$ cat config.mk
export PLATFORM = sky130hd
export DESIGN_NAME = tpc_ctrl
export DESIGN_NICKNAME = d
export VERILOG_FILES = /design/src/rtl/triangle_plane_clipper_core_defines.svh /design/src/rtl/tpc_pkg.sv /design/src/rtl/tpc_ctrl.sv
export SDC_FILE = /design/constraint.sdc
export NUM_CORES = 1
export LEC_CHECK = 0
export BUFFER_PORTS_ARGS = -buffer_cell sky130_fd_sc_hd__clkbuf_2
export CORE_MARGIN = 3
export CORE_UTILIZATION = 52
export CTS_CLUSTER_SIZE = 24
export DETAILED_ROUTE_END_ITERATION = 7
export PLACE_DENSITY = 0.78
export SYNTH_ARGS = -nofsm -noshare
export SYNTH_HDL_FRONTEND = slang
export SYNTH_SLANG_ARGS = --single-unit
$ cat constraint.sdc
create_clock -name clk -period 2.25 [get_ports clk]
set_clock_uncertainty 0.05 [all_clocks]
set_input_delay 0.225 -clock clk [delete_from_list [all_inputs] [get_ports clk]]
set_output_delay 0.225 -clock clk [all_outputs]
set_load 0.01 [all_outputs]
$ cat src/rtl/triangle_plane_clipper_core_defines.svh
// Assertion macros shared by the triangle plane clipper RTL.
`ifndef TRIANGLE_PLANE_CLIPPER_CORE_DEFINES_SVH
`define TRIANGLE_PLANE_CLIPPER_CORE_DEFINES_SVH
`ifndef SYNTHESIS
`define TPC_ASSERT(lbl, cond) \
  lbl: assert property (@(posedge clk) disable iff (!rst_n) (cond)) \
    else $error("%m: check failed");
`define TPC_ASSERT_NEXT(lbl, pre, post) \
  lbl: assert property (@(posedge clk) disable iff (!rst_n) (pre) |=> (post)) \
    else $error("%m: sequence check failed");
`else
`define TPC_ASSERT(lbl, cond)
`define TPC_ASSERT_NEXT(lbl, pre, post)
`endif
`endif

$ cat src/rtl/tpc_pkg.sv
// Shared types and constants of the triangle plane clipper.
package tpc_pkg;

  localparam int DATA_WIDTH_DEF = 32;
  localparam int FRAC_BITS_DEF  = 16;
  localparam int NUM_FIELDS     = 6;
  localparam int NUM_AXES       = 3;
  localparam int DIST_W         = 64;

  typedef enum logic [2:0] {
    REG_POS_X  = 3'd0,
    REG_POS_Y  = 3'd1,
    REG_POS_Z  = 3'd2,
    REG_NORM_X = 3'd3,
    REG_NORM_Y = 3'd4,
    REG_NORM_Z = 3'd5
  } reg_idx_t;

  typedef enum logic [2:0] {
    ST_IDLE,
    ST_DIST,
    ST_DIST_WAIT,
    ST_CLASS,
    ST_DIV_INIT,
    ST_DIV,
    ST_INTERP,
    ST_EMIT
  } state_t;

  typedef struct packed {
    logic       load;
    logic [1:0] load_slot;
    logic       dist_mul;
    logic [1:0] vi;
    logic [1:0] ax;
    logic       div_init;
    logic       div_step;
    logic       interp_mul;
    logic       sel;
    logic [2:0] field;
    logic       emit;
    logic [2:0] eidx;
  } dp_cmd_t;

  typedef struct packed {
    logic [1:0] n_inside;
  } dp_stat_t;

endpackage

$ cat src/rtl/tpc_ctrl.sv
// Sequencer that steps the clipper datapath through one triangle.
module tpc_ctrl #(
  parameter int FRAC_BITS = tpc_pkg::FRAC_BITS_DEF
) (
  input  logic               clk,
  input  logic               rst_n,
  input  logic               start,
  input  tpc_pkg::dp_stat_t  stat,
  output tpc_pkg::dp_cmd_t   cmd,
  output logic               busy
);
  import tpc_pkg::*;

  localparam int CNT_W = $clog2(FRAC_BITS + 1);

  state_t             state_r, state_nxt;
  logic [CNT_W-1:0]   cnt_r, cnt_nxt;
  logic [1:0]         vi_r, vi_nxt;
  logic [1:0]         ax_r, ax_nxt;
  logic               sel_r, sel_nxt;
  logic [1:0]         vcount_r, vcount_nxt;
  logic               accept;
  logic [2:0]         emit_last;

  assign accept    = start && (state_r == ST_IDLE);
  assign emit_last = (stat.n_inside == 2'd2) ? 3'd5 : 3'd2;

  always_ff @(posedge clk) begin
    if (!rst_n) begin
      state_r  <= ST_IDLE;
      cnt_r    <= '0;
      vi_r     <= '0;
      ax_r     <= '0;
      sel_r    <= 1'b0;
      vcount_r <= '0;
    end else begin
      state_r  <= state_nxt;
      cnt_r    <= cnt_nxt;
      vi_r     <= vi_nxt;
      ax_r     <= ax_nxt;
      sel_r    <= sel_nxt;
      vcount_r <= vcount_nxt;
    end
  end

  always_comb begin
    state_nxt  = state_r;
    cnt_nxt    = cnt_r;
    vi_nxt     = vi_r;
    ax_nxt     = ax_r;
    sel_nxt    = sel_r;
    vcount_nxt = vcount_r;
    unique case (state_r)
      ST_IDLE: begin
        if (accept) begin
          if (vcount_r == 2'd2) begin
            vcount_nxt = '0;
            vi_nxt     = '0;
            ax_nxt     = '0;
            state_nxt  = ST_DIST;
          end else begin
            vcount_nxt = vcount_r + 2'd1;
          end
        end
      end
      ST_DIST: begin
        if (ax_r == 2'd2) begin
          ax_nxt = '0;
          vi_nxt = vi_r + 2'd1;
          if (vi_r == 2'd2) begin
            state_nxt = ST_DIST_WAIT;
          end
        end else begin
          ax_nxt = ax_r + 2'd1;
        end
      end
      ST_DIST_WAIT: begin
        state_nxt = ST_CLASS;
      end
      ST_CLASS: begin
        cnt_nxt = '0;
        sel_nxt = 1'b0;
        unique case (stat.n_inside)
          2'd0:    state_nxt = ST_IDLE;
          2'd3:    state_nxt = ST_EMIT;
          default: state_nxt = ST_DIV_INIT;
        endcase
      end
      ST_DIV_INIT: begin
        cnt_nxt   = '0;
        state_nxt = ST_DIV;
      end
      ST_DIV: begin
        if (cnt_r == CNT_W'(FRAC_BITS - 1)) begin
          cnt_nxt   = '0;
          state_nxt = ST_INTERP;
        end else begin
          cnt_nxt = cnt_r + 1'b1;
        end
      end
      ST_INTERP: begin
        if (cnt_r == CNT_W'(NUM_FIELDS)) begin
          cnt_nxt = '0;
          if (!sel_r) begin
            sel_nxt   = 1'b1;
            state_nxt = ST_DIV_INIT;
          end else begin
            state_nxt = ST_EMIT;
          end
        end else begin
          cnt_nxt = cnt_r + 1'b1;
        end
      end
      ST_EMIT: begin
        if (cnt_r[2:0] == emit_last) begin
          cnt_nxt   = '0;
          state_nxt = ST_IDLE;
        end else begin
          cnt_nxt = cnt_r + 1'b1;
        end
      end
      default: state_nxt = ST_IDLE;
    endcase
  end

  always_comb begin
    cmd            = '0;
    cmd.load_slot  = vcount_r;
    cmd.vi         = vi_r;
    cmd.ax         = ax_r;
    cmd.sel        = sel_r;
    cmd.field      = cnt_r[2:0];
    cmd.eidx       = cnt_r[2:0];
    busy           = (state_r != ST_IDLE);
    unique case (state_r)
      ST_IDLE:     cmd.load       = accept;
      ST_DIST:     cmd.dist_mul   = 1'b1;
      ST_DIV_INIT: cmd.div_init   = 1'b1;
      ST_DIV:      cmd.div_step   = 1'b1;
      ST_INTERP:   cmd.interp_mul = (cnt_r != CNT_W'(NUM_FIELDS));
      ST_EMIT:     cmd.emit       = 1'b1;
      default:     ;
    endcase
  end

endmodule

# Yosys cells after proc, flatten, opt, wreduce, memory -nomap -nowiden

Index checks and enable logic that the tools add are counted.

Flip-flop bits (word level): 15
Logic and storage cells: 76
Output and inout port bits: 20
Input port bits: 5

Add/subtract/negate cells: 4
Reduce and logical (&&, ||, !) cells: 13
Eq/ne operators: 23
Multiplexer cells: 30

Operator list:

| operator              | number |
|---|---|
| $mux W3               | 8 |
| $pmux W3 S8           | 1 |
| $pmux W5 S4           | 1 |
| $mux W5               | 3 |
| $eq A3 B3 Y1 const B  | 4 |
| $mux W2               | 6 |
| $ne A2 B2 Y1 const B  | 6 |
| $eq A2 B2 Y1 const B  | 5 |
| $pmux W2 S2           | 2 |
| $mux W1               | 7 |
| $reduce_and A7 Y1     | 1 |
| $add A2 B1 Y2 const B | 3 |
| $eq A3 B2 Y1 const B  | 2 |
| $pmux W3 S2           | 1 |
| $add A5 B1 Y5 const B | 1 |
| $eq A5 B3 Y1 const B  | 1 |
| $eq A5 B4 Y1 const B  | 1 |
| $ne A5 B3 Y1 const B  | 1 |
| $reduce_and A2 Y1     | 2 |
| $reduce_and A4 Y1     | 1 |
| $reduce_bool A2 Y1    | 2 |
| $reduce_bool A4 Y1    | 1 |
| $eq A3 B1 Y1 const B  | 1 |
| $eq A3 B3 Y1          | 1 |
| other kinds (8)       | 8 |

# Longest topological paths before layout

Depth after elaboration: 5
Gate-level depth with buffers: 8
Gate-level depth less buffers: 8

# Worst setup path before layout

Ideal clock, no wire load.

Kind: register to register
Start: reg cnt_r[0]
End: reg state_r[1]
Period minus slack after synthesis: 1.916 ns
Required time: 2.085 ns
Arrival: 1.752 ns
Library setup time: 0.115 ns
Setup slack: 0.334 ns
Buffers on the path: 0
Stages on the path, launching flop included: 8
Path through: dfxtp_1 -> ha_1 -> nand3_1 -> inv_1 -> ha_1 -> nor4b_1 -> nor4_1 -> o21a_1

Cells in the longest elaborated chain, start to end: 3
Elaborated cells between the ends (all ways): 7
Classes of those cells: eq/ne (6); reduce/logical (1)

Ends and longest elaborated chain:

| item                                   | line            | RTL |
|---|---|---|
| from (decl)                            | tpc_ctrl.sv:17  | `logic [CNT_W-1:0] cnt_r, cnt_nxt;` |
| from (signal assigned)                 | tpc_ctrl.sv:38  | `cnt_r <= cnt_nxt;` |
| $eq A5 B3 Y1 (tied with other cells)   | tpc_ctrl.sv:102 | `if (cnt_r == CNT_W'(NUM_FIELDS)) begin` |
| $ne A2 B2 Y1 (no source line)          | -               |  |
| $reduce_and A7 Y1 (no source line) (*) | -               |  |
| to (signal assigned)                   | tpc_ctrl.sv:37  | `state_r <= state_nxt;` |
| to (decl)                              | tpc_ctrl.sv:16  | `state_t state_r, state_nxt;` |

Mark *: on every way between the ends. The rest lies on a longest branch, timed or not.
A chain may end at the register's enable or synchronous reset.

# Worst setup path in the final report

Start: reg cnt_r[1]
End: reg state_r[0]

The elaborated chain is that of the path after synthesis.

==> flow_summary_export.csv <==
group,metric,value,unit
timing,fmaxAchievable,489,MHz
worst_setup_path,worstSetupEndpointType,"register",
timing,fin_crit_sh,91.0,%
clocking,cts_setup_buffers,0,
yosys,syn-instance-count,137,
worst_setup_path,start_kind,"register",
place,port_buffers,24,
floorplanning,start_util,57.3,%
layout,n_fill_cell,173,
yosys,seq_area_frac_synth,29.4,%
timing,fin_tns_setup,0,ns
global_routing,grt_pass1_vias,878,
global_routing,track_usage,19.5,%
place,dpl.hpwl,1.75,mm
drt,wl_per_cell,12.7,µm
layout,fin_util,63.6,%
timing,tightest_slew,0.542,ns
timing,drv_slew,0,
yosys,syn-cell-area,1020,µm²
floorplanning,coreArea,1780,µm²
worst_setup_path,reg2reg_from,"cnt_r[1]",
floorplanning,row_count,15,
place,finalWeightedCongestion,0.875,
worst_setup_path,crit_start,"cnt_r[1]",
layout,drive_gt1_share,23.4,%
drt,drc_errors,0,
clocking,numCtsBuffers,3,
global_routing,grt_max_degree,19,
clocking,htree_levels,1,
drt,ant_nets,0,
worst_setup_path,worstReg2RegEnd,"state_r[0]",
floorplanning,die-width,50.3,µm
clocking,cts.sinks,15,
timing,relSlewSlack,63.8,%
power_and_ir_drop,power_density,763,nW/µm²
yosys,synth.area.top_cells,"dfxtp_1 29%, ha_1 6.1%, a21oi_1 5.4%",
run,max-cap-violations,0,
drt,dr.pass1.iters,4,
clocking,worstSkewPairLatency,0.29,ns
power_and_ir_drop,leakagePower,0.490,nW
global_routing,grt_pass1_wl,3.86,mm
layout,final_common_cell,"clkbuf_2",
layout,area_growth,11.0,%
yosys,syn_nets,147,
clocking,cts_root_buf,"clkbuf_4",
layout,mostFrequentLayoutCells,"24 x clkbuf_2, 15 x dfxtp_1, 14 x nor2_1",
timing,hold_viol,0,
drt,wl,2.27,mm
clocking,cts_buffer_depth,2,
global_routing,grt.overflow.total,0,
worst_setup_path,r2r_setup_slack,0.20,ns
layout,antenna_cells,0,
yosys,syn_area_per_cell,7.45,µm²
global_routing,antenna_found_initial,0,
layout,nets,165,
floorplanning,dieArea,2530,µm²
timing,min_period,2.05,ns
timing,rsz0062_at_grt,"false",
worst_setup_path,crit_type,"register to register",
drt,viasPerCell,5.48,
clocking,cts_resized,0,
clocking,clkTransAtPathRegs,0.10,ns
clocking,cts_tree,"built",
drt,drt_iter0_drc,29,
worst_setup_path,cp_data_required_time,2.41,ns
power_and_ir_drop,ir_worst_vdd,472,µV
worst_setup_path,reg2reg_depth,8,
hold_path,min_path_type,"input port to register",
clocking,hold_buffers,0,
yosys,synth_cell_types,36,
yosys,synth_top_area_cell,"dfxtp_1",
yosys,yosys.area.top_type_share,29.4,%
status,status,"finished clean",
yosys,ys_warn_count,0,
floorplanning,die_y,50.3,µm
worst_setup_path,cp-endpoint,"state_r[0]",
yosys,ys_seq_elements,15,
floorplanning,num_io_pins,25,
worst_setup_path,cp.arrival,2.21,ns
drt,via_count,981,
timing,setup_viol,0,
worst_setup_path,cp_max_fo,9,
## Yosys cell counts (all sizes together)
cell    instances
mux2i           2
and2            3
nor4b           1
nand3           6
a311oi          1
o21bai          1
o211ai          1
or4             1
nor2b           6
and4            1
clkbuf          3
nor3b           1
buf             9
a22oi           1
nand2b          2
inv            10
a21oi          11
nor2           14
nor3            8
o22ai           3
o21a            3
ha              5
nor4            4
and3            1
a21boi          3
a211oi          1
o21ai           6
nand4b          1
dfxtp          15
nand2          13
## cells by family (layout without fill, tap and decap cells)
family                   after synthesis  after routing  share of synthesized area [%]
AND/OR/NAND/NOR                       62             62                           33.2
multiplexers                           2              2                           1.96
adder cells (fa/ha/maj)                5              5                           6.13
buffers and inverters                 22             39                           10.9
AO/OA/AOI/OAI                         31             31                           18.4
flip-flops                            15             15                           29.4
## final cells by class
| type | count | area, µm² | share of cell area (%) |
|---|---|---|---|
| repair buffers | 25 | 128 | 11.3 |
| clock inverters | 1 | 5.00 | 0.442 |
| well taps | 25 | 31.3 | 2.76 |
| inverters | 10 | 37.5 | 3.31 |
| flip-flops and latches | 15 | 300 | 26.5 |
| multi-input cells | 100 | 609 | 53.8 |
| clock buffers | 3 | 22.5 | 1.99 |
## stage by stage
step / power (mW) / std cells / worst slack (ns) / hold WS, ns / area (µm²)
2_1_floorplan: 0.623 / 137 / 0.334 / 0.316 / 1020
3_3_place_gp: 0.706 / 175 / 0.369 / 0.444 / 1110
3_5_place_dp: 0.716 / 175 / 0.252 / 0.470 / 1110
4_1_cts: 0.870 / 179 / 0.219 / 0.292 / 1130
5_1_grt: 0.934 / 179 / 0.0738 / 0.299 / 1130
6_report: 0.865 / 179 / 0.203 / 0.292 / 1130
## flip-flops by register name, summed over array words and instances, names as in the netlist
register	flops
cnt_r	5
vcount_r	2
state_r	3
vi_r	2
ax_r	2
sel_r	1
## power breakdown
part           leakage (nW)  total, mW  switching, mW  internal, mW
logic                 0.350      0.323          0.183         0.140
clock network        0.0177      0.157         0.0908        0.0660
registers             0.122      0.385         0.0837         0.302
total                 0.490      0.865          0.357         0.507
## critical path, cell delays in order (launching register included)
cell and delay, ns:
dfxtp_1 0.52, ha_1 0.26, nand3_1 0.12, inv_1 0.08, ha_1 0.17, nor4b_1 0.06
buf_4 0.16, nor4_1 0.32, mux2i_1 0.23
## layer usage
metal	vias up	global-route usage [%]	share of wire (%)
met5	-	0	0
met4	0	5.38	0.71
met3	2	3.86	6.7
met2	38	33.3	47
met1	439	24.8	46
li1	502	-	-
## worst min-delay path by stage
stage	cells after the start	from	slack (ns)	end
detailed placement	2	vcount_r[1]	0.47	vcount_r[1]
global placement	2	vcount_r[0]	0.44	vcount_r[1]
floorplan	2	rst_n	0.32	cnt_r[2]
global route	2	rst_n	0.30	state_r[1]
finish	2	rst_n	0.29	state_r[1]
CTS	2	rst_n	0.29	state_r[1]
(Power assumes the default switching activity.)
