[src/rtl/triangle_plane_clipper_core_defines.svh]
// Assertion macros shared by the triangle plane clipper RTL.
`ifndef TRIANGLE_PLANE_CLIPPER_CORE_DEFINES_SVH
`define TRIANGLE_PLANE_CLIPPER_CORE_DEFINES_SVH
`ifndef SYNTHESIS
`define TPC_ASSERT(lbl, cond) \
  lbl: assert property (@(posedge clk) disable iff (!rst_n) (cond)) \
    else $error("%m: check failed");
`define TPC_ASSERT_NEXT(lbl, pre, post) \
  lbl: assert property (@(posedge clk) disable iff (!rst_n) (pre) |=> (post)) \
    else $error("%m: sequence check failed");
`else
`define TPC_ASSERT(lbl, cond)
`define TPC_ASSERT_NEXT(lbl, pre, post)
`endif
`endif

[src/rtl/tpc_pkg.sv]
// Shared types and constants of the triangle plane clipper.
package tpc_pkg;

  localparam int DATA_WIDTH_DEF = 32;
  localparam int FRAC_BITS_DEF  = 16;
  localparam int NUM_FIELDS     = 6;
  localparam int NUM_AXES       = 3;
  localparam int DIST_W         = 64;

  typedef enum logic [2:0] {
    REG_POS_X  = 3'd0,
    REG_POS_Y  = 3'd1,
    REG_POS_Z  = 3'd2,
    REG_NORM_X = 3'd3,
    REG_NORM_Y = 3'd4,
    REG_NORM_Z = 3'd5
  } reg_idx_t;

  typedef enum logic [2:0] {
    ST_IDLE,
    ST_DIST,
    ST_DIST_WAIT,
    ST_CLASS,
    ST_DIV_INIT,
    ST_DIV,
    ST_INTERP,
    ST_EMIT
  } state_t;

  typedef struct packed {
    logic       load;
    logic [1:0] load_slot;
    logic       dist_mul;
    logic [1:0] vi;
    logic [1:0] ax;
    logic       div_init;
    logic       div_step;
    logic       interp_mul;
    logic       sel;
    logic [2:0] field;
    logic       emit;
    logic [2:0] eidx;
  } dp_cmd_t;

  typedef struct packed {
    logic [1:0] n_inside;
  } dp_stat_t;

endpackage

[src/rtl/tpc_regs.sv]
// Plane configuration registers behind the APB-style port.
module tpc_regs #(
  parameter int DATA_WIDTH = tpc_pkg::DATA_WIDTH_DEF,
  parameter int FRAC_BITS  = tpc_pkg::FRAC_BITS_DEF,
  parameter int CFG_W      = 32,
  parameter int ADDR_W     = 5
) (
  input  logic                         clk,
  input  logic                         rst_n,
  input  logic                         psel,
  input  logic                         penable,
  input  logic                         pwrite,
  input  logic [ADDR_W-1:0]            paddr,
  input  logic [CFG_W-1:0]             pwdata,
  output logic [CFG_W-1:0]             prdata,
  output logic                         pready,
  output logic signed [DATA_WIDTH-1:0] plane_pos [tpc_pkg::NUM_AXES],
  output logic signed [DATA_WIDTH-1:0] plane_norm [tpc_pkg::NUM_AXES]
);
  import tpc_pkg::*;

  localparam int IDX_LSB = (CFG_W > 32) ? 3 : 2;
  localparam logic signed [DATA_WIDTH-1:0] ONE_R = DATA_WIDTH'(64'd1 << FRAC_BITS);
  localparam logic signed [DATA_WIDTH-1:0] NEAR_R =
    DATA_WIDTH'(((64'd1 << FRAC_BITS) + 64'd5) / 64'd10);

  logic signed [DATA_WIDTH-1:0] pos_r [NUM_AXES];
  logic signed [DATA_WIDTH-1:0] norm_r [NUM_AXES];
  logic [2:0]                   idx;
  logic                         wr_en;
  logic signed [DATA_WIDTH-1:0] rd_val;

  assign idx    = paddr[ADDR_W-1:IDX_LSB];
  assign wr_en  = psel && penable && pwrite && pready;
  assign pready = 1'b1;

  always_ff @(posedge clk) begin
    if (!rst_n) begin
      pos_r[0]  <= '0;
      pos_r[1]  <= '0;
      pos_r[2]  <= NEAR_R;
      norm_r[0] <= '0;
      norm_r[1] <= '0;
      norm_r[2] <= ONE_R;
    end else if (wr_en) begin
      unique case (idx)
        REG_POS_X:  pos_r[0]  <= pwdata[DATA_WIDTH-1:0];
        REG_POS_Y:  pos_r[1]  <= pwdata[DATA_WIDTH-1:0];
        REG_POS_Z:  pos_r[2]  <= pwdata[DATA_WIDTH-1:0];
        REG_NORM_X: norm_r[0] <= pwdata[DATA_WIDTH-1:0];
        REG_NORM_Y: norm_r[1] <= pwdata[DATA_WIDTH-1:0];
        REG_NORM_Z: norm_r[2] <= pwdata[DATA_WIDTH-1:0];
        default: ;
      endcase
    end
  end

  always_comb begin
    unique case (idx)
      REG_POS_X:  rd_val = pos_r[0];
      REG_POS_Y:  rd_val = pos_r[1];
      REG_POS_Z:  rd_val = pos_r[2];
      REG_NORM_X: rd_val = norm_r[0];
      REG_NORM_Y: rd_val = norm_r[1];
      REG_NORM_Z: rd_val = norm_r[2];
      default:    rd_val = '0;
    endcase
  end

  assign prdata     = CFG_W'(rd_val);
  assign plane_pos  = pos_r;
  assign plane_norm = norm_r;

endmodule

[config.mk]
export PLATFORM = sky130hd
export DESIGN_NAME = tpc_regs
export DESIGN_NICKNAME = d
export VERILOG_FILES = /design/src/rtl/triangle_plane_clipper_core_defines.svh /design/src/rtl/tpc_pkg.sv /design/src/rtl/tpc_regs.sv
export SDC_FILE = /design/constraint.sdc
export NUM_CORES = 1
export LEC_CHECK = 0
export BUFFER_PORTS_ARGS = -buffer_cell sky130_fd_sc_hd__clkbuf_2
export CAP_MARGIN = 10
export CORE_AREA = 2 2 129 143
export DETAILED_ROUTE_END_ITERATION = 10
export DIE_AREA = 0 0 131 145
export PLACE_DENSITY_LB_ADDON = 0.1
export SKIP_CTS_REPAIR_TIMING = 1
export SLEW_MARGIN = 20
export SYNTH_ARGS = -nofsm -noshare
export SYNTH_HDL_FRONTEND = slang
export SYNTH_SLANG_ARGS = --single-unit
[constraint.sdc]
create_clock -name clk -period 2.1 [get_ports clk]
set_clock_uncertainty 0.1 [all_clocks]
set_input_delay 0.315 -clock clk [delete_from_list [all_inputs] [get_ports clk]]
set_output_delay 0.315 -clock clk [all_outputs]
set_load 0.05 [all_outputs]
### Yosys cells after proc, flatten, opt, wreduce, memory -nomap -nowiden

Cells that the tools add are included.

* register bits after elaboration: 192
* input bits: 42
* word-level logic and storage cells: 21
* output and inout port bits: 225

* reduce and logical (&&, ||, !) cells: 9
* equality and inequality tests: 5
* muxes and demuxes: 1

Operator list (count)
* 32-bit one-hot mux with 6 select lines: 1
* 2-bit AND reduction: 6
* 3-bit by 2-bit equality test with 1-bit output (second input constant): 2
* 3-bit equality test (second input constant): 2
* 3-bit by 1-bit equality test with 1-bit output (second input constant): 1
* 3-bit zero test: 1
* 1-bit logical AND: 2

### Longest topological paths before layout

Gate-level depths: netlist of run 1.

* depth after elaboration: 3
* depth in mapped cells: 6
* gate-level depth less buffers: 3

### Worst setup path before layout of run 1

No wires, ideal clock.

* path kind: input-to-output
* start: input port paddr[4]
* end: output port prdata[13]
* cell stages on the path: 5
* data required time: 1.685 ns
* data arrival time: 1.925 ns
* setup slack: -0.240 ns
* buffers on the path: 3
* path through: buf_2 -> buf_2 -> clkbuf_1 -> a22oi_1 -> o22ai_1

* word-level cells in the longest chain between the ends: 2
* elaborated cells between the ends (all ways): 7
* classes of those cells: 5 x eq/ne; 1 x mux; 1 x reduce/logical

Ends and longest elaborated chain
* from (decl): RTL line tpc_regs.sv:13 `input logic [ADDR_W-1:0] paddr,`
* 3-bit equality test (tied with other cells): RTL line tpc_regs.sv:59 `unique case (idx)`
* 32-bit one-hot mux with 6 select lines *: RTL line tpc_regs.sv:59
* to (decl): RTL line tpc_regs.sv:15 `output logic [CFG_W-1:0] prdata,`

Every way passes the cells marked *; elsewhere a longest branch is shown, timed or not.

### Worst setup path after layout of run 1

* start: input port paddr[3]
* end: output port prdata[2]

The elaborated chain is that of the path after synthesis.

==> results of run 1 <==
-- flip-flops by register name, summed over array words and instances, names as in the netlist --
register,count
plane_norm,96
plane_pos,96
-- layout make-up --
class / count / area (um2) / share of cell area, %
clock buffer: 19 / 452.9 / 3.948
clock inverter: 13 / 151.4 / 1.320
inverter: 2 / 7.507 / 0.06543
multi-input combinational: 599 / 4559 / 39.74
sequential: 192 / 3844 / 33.50
tap: 238 / 297.8 / 2.595
timing repair buffer: 324 / 2161 / 18.83
-- per-layer routing --
layer  vias up  wire length [um]  global-route usage (%)
li1       3572                 -                       -
met1      3456             11050                   34.36
met2       233             12040                   42.36
met3        24              1821                   6.969
met4         0               340                   7.234
met5         -                 0                       0
-- worst register-to-register path: cells and delay by family, from the launching register on --
kind,cells,cell delay (ns)
compound gates,2,0.21
flops,1,0.32
-- cells in the final DEF (no fill, tap or decap), drive strengths merged, types with 2 or more instances in the layout --
cell,count
mux2i,197
a221oi,13
a21oi,13
o221ai,3
a22oi,43
clkbuf,256
nor2b,17
o22ai,15
mux2,60
clkinvlp,3
bufinv,2
nor2,5
inv,7
nand2,221
clkinv,3
nor3,3
nand2b,2
buf,87
dfxtp,192
-- stage by stage --
| stage | area, um2 | utilization (%) | hold slack, ns | setup TNS, ns |
|---|---|---|---|---|
| final | 11470 | 65.38 | 0.05817 | 0 |
| after global placement | 10800 | 61.55 | 0.3543 | -0.01267 |
| after floorplan | 8762 | - | 0.3814 | -1.685 |
| after detailed placement | 10800 | 61.55 | 0.3599 | -0.005573 |
| after CTS | 11400 | 64.99 | 0.04157 | -0.02815 |
| after global routing | 11470 | 65.38 | 0.06160 | -0.002301 |
-- power breakdown --
| part | total, mW | internal [mW] | switching [mW] |
|---|---|---|---|
| combinational | 0.802 | 0.269 | 0.533 |
| sequential | 3.69 | 3.67 | 0.0225 |
| clock | 3.31 | 1.84 | 1.47 |
-- worst min path at each step --
stage,from,endpoint
4_1_cts,pwdata[12],plane_pos[12]
5_1_grt,pwdata[11],plane_pos[11]
6_report,pwdata[8],plane_pos[8]
2_1_floorplan,pwdata[11],plane_pos[11]
3_5_place_dp,plane_pos[60],plane_pos[60]
3_3_place_gp,plane_pos[22],plane_pos[22]
-- cell families (layout without fill, tap and decap cells) --
kind of cell           count (synthesis)  after routing
AO/OA/AOI/OAI                         90             90
buffers and inverters                 75            358
flip-flops                           192            192
multiplexers                         258            258
other                                  1              1
AND/OR/NAND/NOR                      250            250
==> run metrics, run 1 <==
FMAX 489.0 MHz; routed len/inst 18.20 um; final setup vio count 0; Mapped Cells 866; First-pass DRT Iterations 5; Crit Path Class in -> out; Netlist cell types 28; Post-synth EDFFs 0; CTS buffer count 17; CTS tree built; vias in the first global route 6918; simple-gate area share of the yosys netlist 12.24%; Buffers on Ports 263; ratio of cells with drive above 1 in the final layout 39.77%; crit path max fanout 21; Max IR drop VDD 0.5749 mV; max_cap viols 0; Post-layout nets 1178; Crit path required time 1.68 ns; flops & latches, synth 192; min-delay worst type in -> reg; post-synthesis compound-gate area fraction 7.449%; top-count cell post-synth nand2_1; RD Place Congestion 0.8099; Yosys top cell area share 44.43%; first-pass GRT wire length 38.75 mm; post-synthesis xor/xnor area fraction 0%; run status completed; Hold Vio Cnt, Final 0; cell area after synthesis 0.008651 mm2; final worst path period share 97.39%; initial antenna violation count 0; crit start category input port; cell taking the most area after synthesis dfxtp_1; FF-to-FF End plane_norm[16]; core box area 0.01755 mm2; maximum clock path buffer count 2; Synth Area in Adders 0%; post-layout min period 2.045 ns; Buf/Inv on CP 3; Most Frequent Cell on Critical Path buf_2; CP Launch Point paddr[3]; CP Depth 6; Synth Flop Type dfxtp_1; internal reg-to-reg setup slack 1.33 ns; CP endpoint kind output pin; H-tree Lvls 4; top-level I/O count 267; drt total wl 25.25 mm; number of core rows 51; HPWL after DPL 18.15 mm; R2R cell count 2; fin. max-slew vios 0; total gr overflow 0; post-synthesis sequential area ratio 44.43%; CTS clock-pin slew for the worst setup and hold paths 0.07 ns; Via density 5.252; Syn-to-layout area delta 32.63%; largest net degree at the start of global routing 65; power density relative to cell area 679.8 mW/mm2; Commonest cells post-synth nand2_1, mux2i_1, dfxtp_1; top post-synthesis cells by area dfxtp_1, mux2i_1, nand2_1; via count 7285; drc violations 0; Initial Util 49.30%; total power 7.800 mW; synth warn 0; Hold Path Cell Cnt 3; Final WS setup 0.05489 ns; Critical Path Max Stage Delay 0.34 ns; reg2reg start plane_norm[16]; Async SR Flop Fraction 0%; syn_nets 908; Layout fillers 1457; Post-Layout Cell Count 1387; slowest CP cell mux2_2; DIE WIDTH 131 um; Sink Count 192; Routed Antenna Nets 0; delay-heaviest family, CP buffers and inverters; GRT Util Overall 26.21%; Synth Area per Inst 9.989 um2; Placed Instances 1355; initial DRC count 278; cells along the critical path buf_2, buf_12, mux2_2, a221oi_1, a21oi_2, buf_2; end of the critical path prdata[2]; mux cell area share after synthesis 30.86%; CTS root buf clkbuf_16; Placement Setup Slack -0.005573 ns; Inserted Diodes 0; Leakage 4.645 nW; die height 145 um; critical path arrival 1.63 ns; die footprint 0.01900 mm2; worst-skew pair later-pin latency 0.42 ns; largest family of logic cells by synthesized area multiplexers
No activity file was read; power rests on OpenSTA's default activity.
==> inputs of run 2 (changes only) <==
Settings changed: ABC_AREA set to 1, CORE_AREA 2 2 129 143 to 2 2 134 149, DIE_AREA 0 0 131 145 to 0 0 136 151.
==> run metrics, run 2 <==
run status completed (unchanged); H-tree Lvls 4 (unchanged); synth warn 0 (unchanged); Buffers on Ports 263 (unchanged); post-layout min period 2.025 ns (was 2.045 ns); Buf/Inv on CP 4 (was 3); via count 10380 (was 7285); flops & latches, synth 192 (unchanged); Most Frequent Cell on Critical Path clkbuf_2 (was buf_2); routed wl met2 14.91 mm (was 12.04 mm); Crit Path Class in -> out (unchanged); Sink Count 192 (unchanged); first-pass GRT wire length 48.69 mm (was 38.75 mm); Layout fillers 1848 (was 1457); total power 8.039 mW (was 7.800 mW); crit path max fanout 8 (was 21); Post-Layout Cell Count 1993 (was 1387); Post-synth EDFFs 0 (unchanged); placed cell area 0.01120 mm2 (was 0.01080 mm2); critical path arrival 1.61 ns (was 1.63 ns); fin area 0.01189 mm2 (was 0.01147 mm2); final setup vio count 0 (unchanged); Initial Util 49.26% (was 49.30%); CTS root buf clkbuf_16 (unchanged); min-delay worst type in -> reg (unchanged); Commonest cells post-synth nand2_1, nor2_1, nand3_1 (was nand2_1, mux2i_1, dfxtp_1); delay-heaviest family, CP buffers and inverters (unchanged); cell taking the most area after synthesis dfxtp_1 (unchanged); vias in the first global route 9015 (was 6918); top sig layer met5 (was met4); CTS tree built (unchanged); drc violations 0 (unchanged); FMAX 493.8 MHz (was 489.0 MHz); cell area after synthesis 0.009343 mm2 (was 0.008651 mm2); core box area 0.01897 mm2 (was 0.01755 mm2); top-level I/O count 267 (unchanged); Via density 5.209 (was 5.252); top post-synthesis cells by area dfxtp_1, nand2_1, nor2_1 (was dfxtp_1, mux2i_1, nand2_1); Inserted Diodes 0 (unchanged); Async SR Flop Fraction 0% (unchanged); First-pass DRT Iterations 6 (was 5); Mapped Cells 1501 (was 866); DIE WIDTH 136 um (was 131 um); Post-layout nets 1775 (was 1178); crit start category input port (unchanged); number of core rows 53 (was 51); routed len/inst 15.96 um (was 18.20 um); Max IR drop VDD 0.5754 mV (was 0.5749 mV); largest net degree at the start of global routing 68 (was 65); CP endpoint kind output pin (unchanged); die height 151 um (was 145 um); internal reg-to-reg setup slack 1.35 ns (was 1.33 ns); ratio of cells with drive above 1 in the final layout 21.48% (was 39.77%); DRT met1 WL 13.29 mm (was 11.05 mm); Synth Area per Inst 6.224 um2 (was 9.989 um2); HPWL after DPL 21.21 mm (was 18.15 mm); Syn-to-layout area delta 27.29% (was 32.63%); initial DRC count 811 (was 278); power density relative to cell area 676.0 mW/mm2 (was 679.8 mW/mm2); die footprint 0.02054 mm2 (was 0.01900 mm2); Synth Flop Type dfxtp_1 (unchanged); max_cap viols 0 (unchanged); RD Place Congestion 0.8392 (was 0.8099); total gr overflow 0 (unchanged); drt total wl 31.81 mm (was 25.25 mm); slowest CP cell clkbuf_2 (was mux2_2); maximum clock path buffer count 2 (unchanged); Yosys top cell area share 41.14% (was 44.43%); Critical Path Max Stage Delay 0.27 ns (was 0.34 ns); CTS buffer count 17 (unchanged); fin. max-slew vios 0 (unchanged); RSZ-0062 raised after global routing true; CTS clock-pin slew for the worst setup and hold paths 0.07 ns (about the same); DR WL met3 2.675 mm (was 1.821 mm); worst-skew pair later-pin latency 0.44 ns (was 0.42 ns); Hold Vio Cnt, Final 0 (unchanged); most common cell after layout, fill and taps aside nand2_1 (was clkbuf_2); Netlist cell types 19 (was 28); final worst path period share 96.43% (was 97.39%); post-synthesis sequential area ratio 41.14% (was 44.43%); commonest cells after routing, fill and taps aside nand2_1, nor2_1, clkbuf_2 (was clkbuf_2, nand2_1, mux2i_1); Crit path required time 1.68 ns (about the same); Leakage 5.915 nW (was 4.645 nW); GRT Util Overall 30.35% (was 26.21%); Placed Instances 1957 (was 1355); setup TNS 0 ns (unchanged); syn_nets 1543 (was 908); top-count cell post-synth nand2_1 (unchanged); Routed Antenna Nets 0 (unchanged); final core utilization 62.71% (was 65.38%); initial antenna violation count 1 (was 0); cells along the critical path clkbuf_2, inv_2, buf_4, nand3_4, nor2_1, a21oi_1, nand2_1, clkbuf_2 (was buf_2, buf_12, mux2_2, a221oi_1, a21oi_2, buf_2)
[run 2: final timing paths]
kind / depth (start not counted) / end / start
worst max-delay path: 8 / prdata[21] / paddr[4]
worst min-delay path: 3 / plane_pos[4] / pwdata[4]
worst max register to register: 2 / plane_norm[8] / plane_norm[8]
worst min register to register: 2 / plane_pos[8] / plane_pos[8]
[run 2: cell type report]
type	count	area, um2	share of cell area (%)
Sequential cell	192	3844	32.32
Clock buffer	21	470.5	3.956
Multi-Input combinational cell	1130	4772	40.13
Tap cell	247	309.0	2.599
Inverter	68	259.0	2.178
Timing Repair Buffer	324	2112	17.76
Clock inverter	11	126.4	1.063
[run 2: cells by family (layout without fill, tap and decap cells)]
group,after synthesis,after routing,synth area share (%)
other,1,1,0.04014
buffers and inverters,179,424,8.263
AND/OR/NAND/NOR,1122,1122,50.18
flip-flops,192,192,41.14
AO/OA/AOI/OAI,7,7,0.3749
[run 2: worst reg2reg max path, stage by stage, from the launching register on]
cell and delay, ns:
dfxtp_1 0.33, nor2_1 0.14, nor2_1 0.07
[run 2: stage by stage]
step                worst slack, ns  hold slack (ns)
floorplan                    0.1453           0.3412
global placement          0.0003809           0.3828
detailed placement         -0.01651           0.3835
CTS                        -0.01871        -0.003371
global route              -0.005440          0.01051
finish                      0.07493         0.007341
[run 2: power by group]
part / leakage, nW / total [mW] / switching [mW] / internal (mW)
Combinational: 4.07 / 0.998 / 0.732 / 0.266
Clock: 0.294 / 3.32 / 1.46 / 1.86
Sequential: 1.55 / 3.73 / 0.0394 / 3.69
Total: 5.91 / 8.04 / 2.23 / 5.81
[run 2: routing by layer]
metal	track usage, %	up-vias
li1	-	5154
met1	39.01	4711
met2	50.18	448
met3	6.560	67
met4	11.04	2
met5	0	-
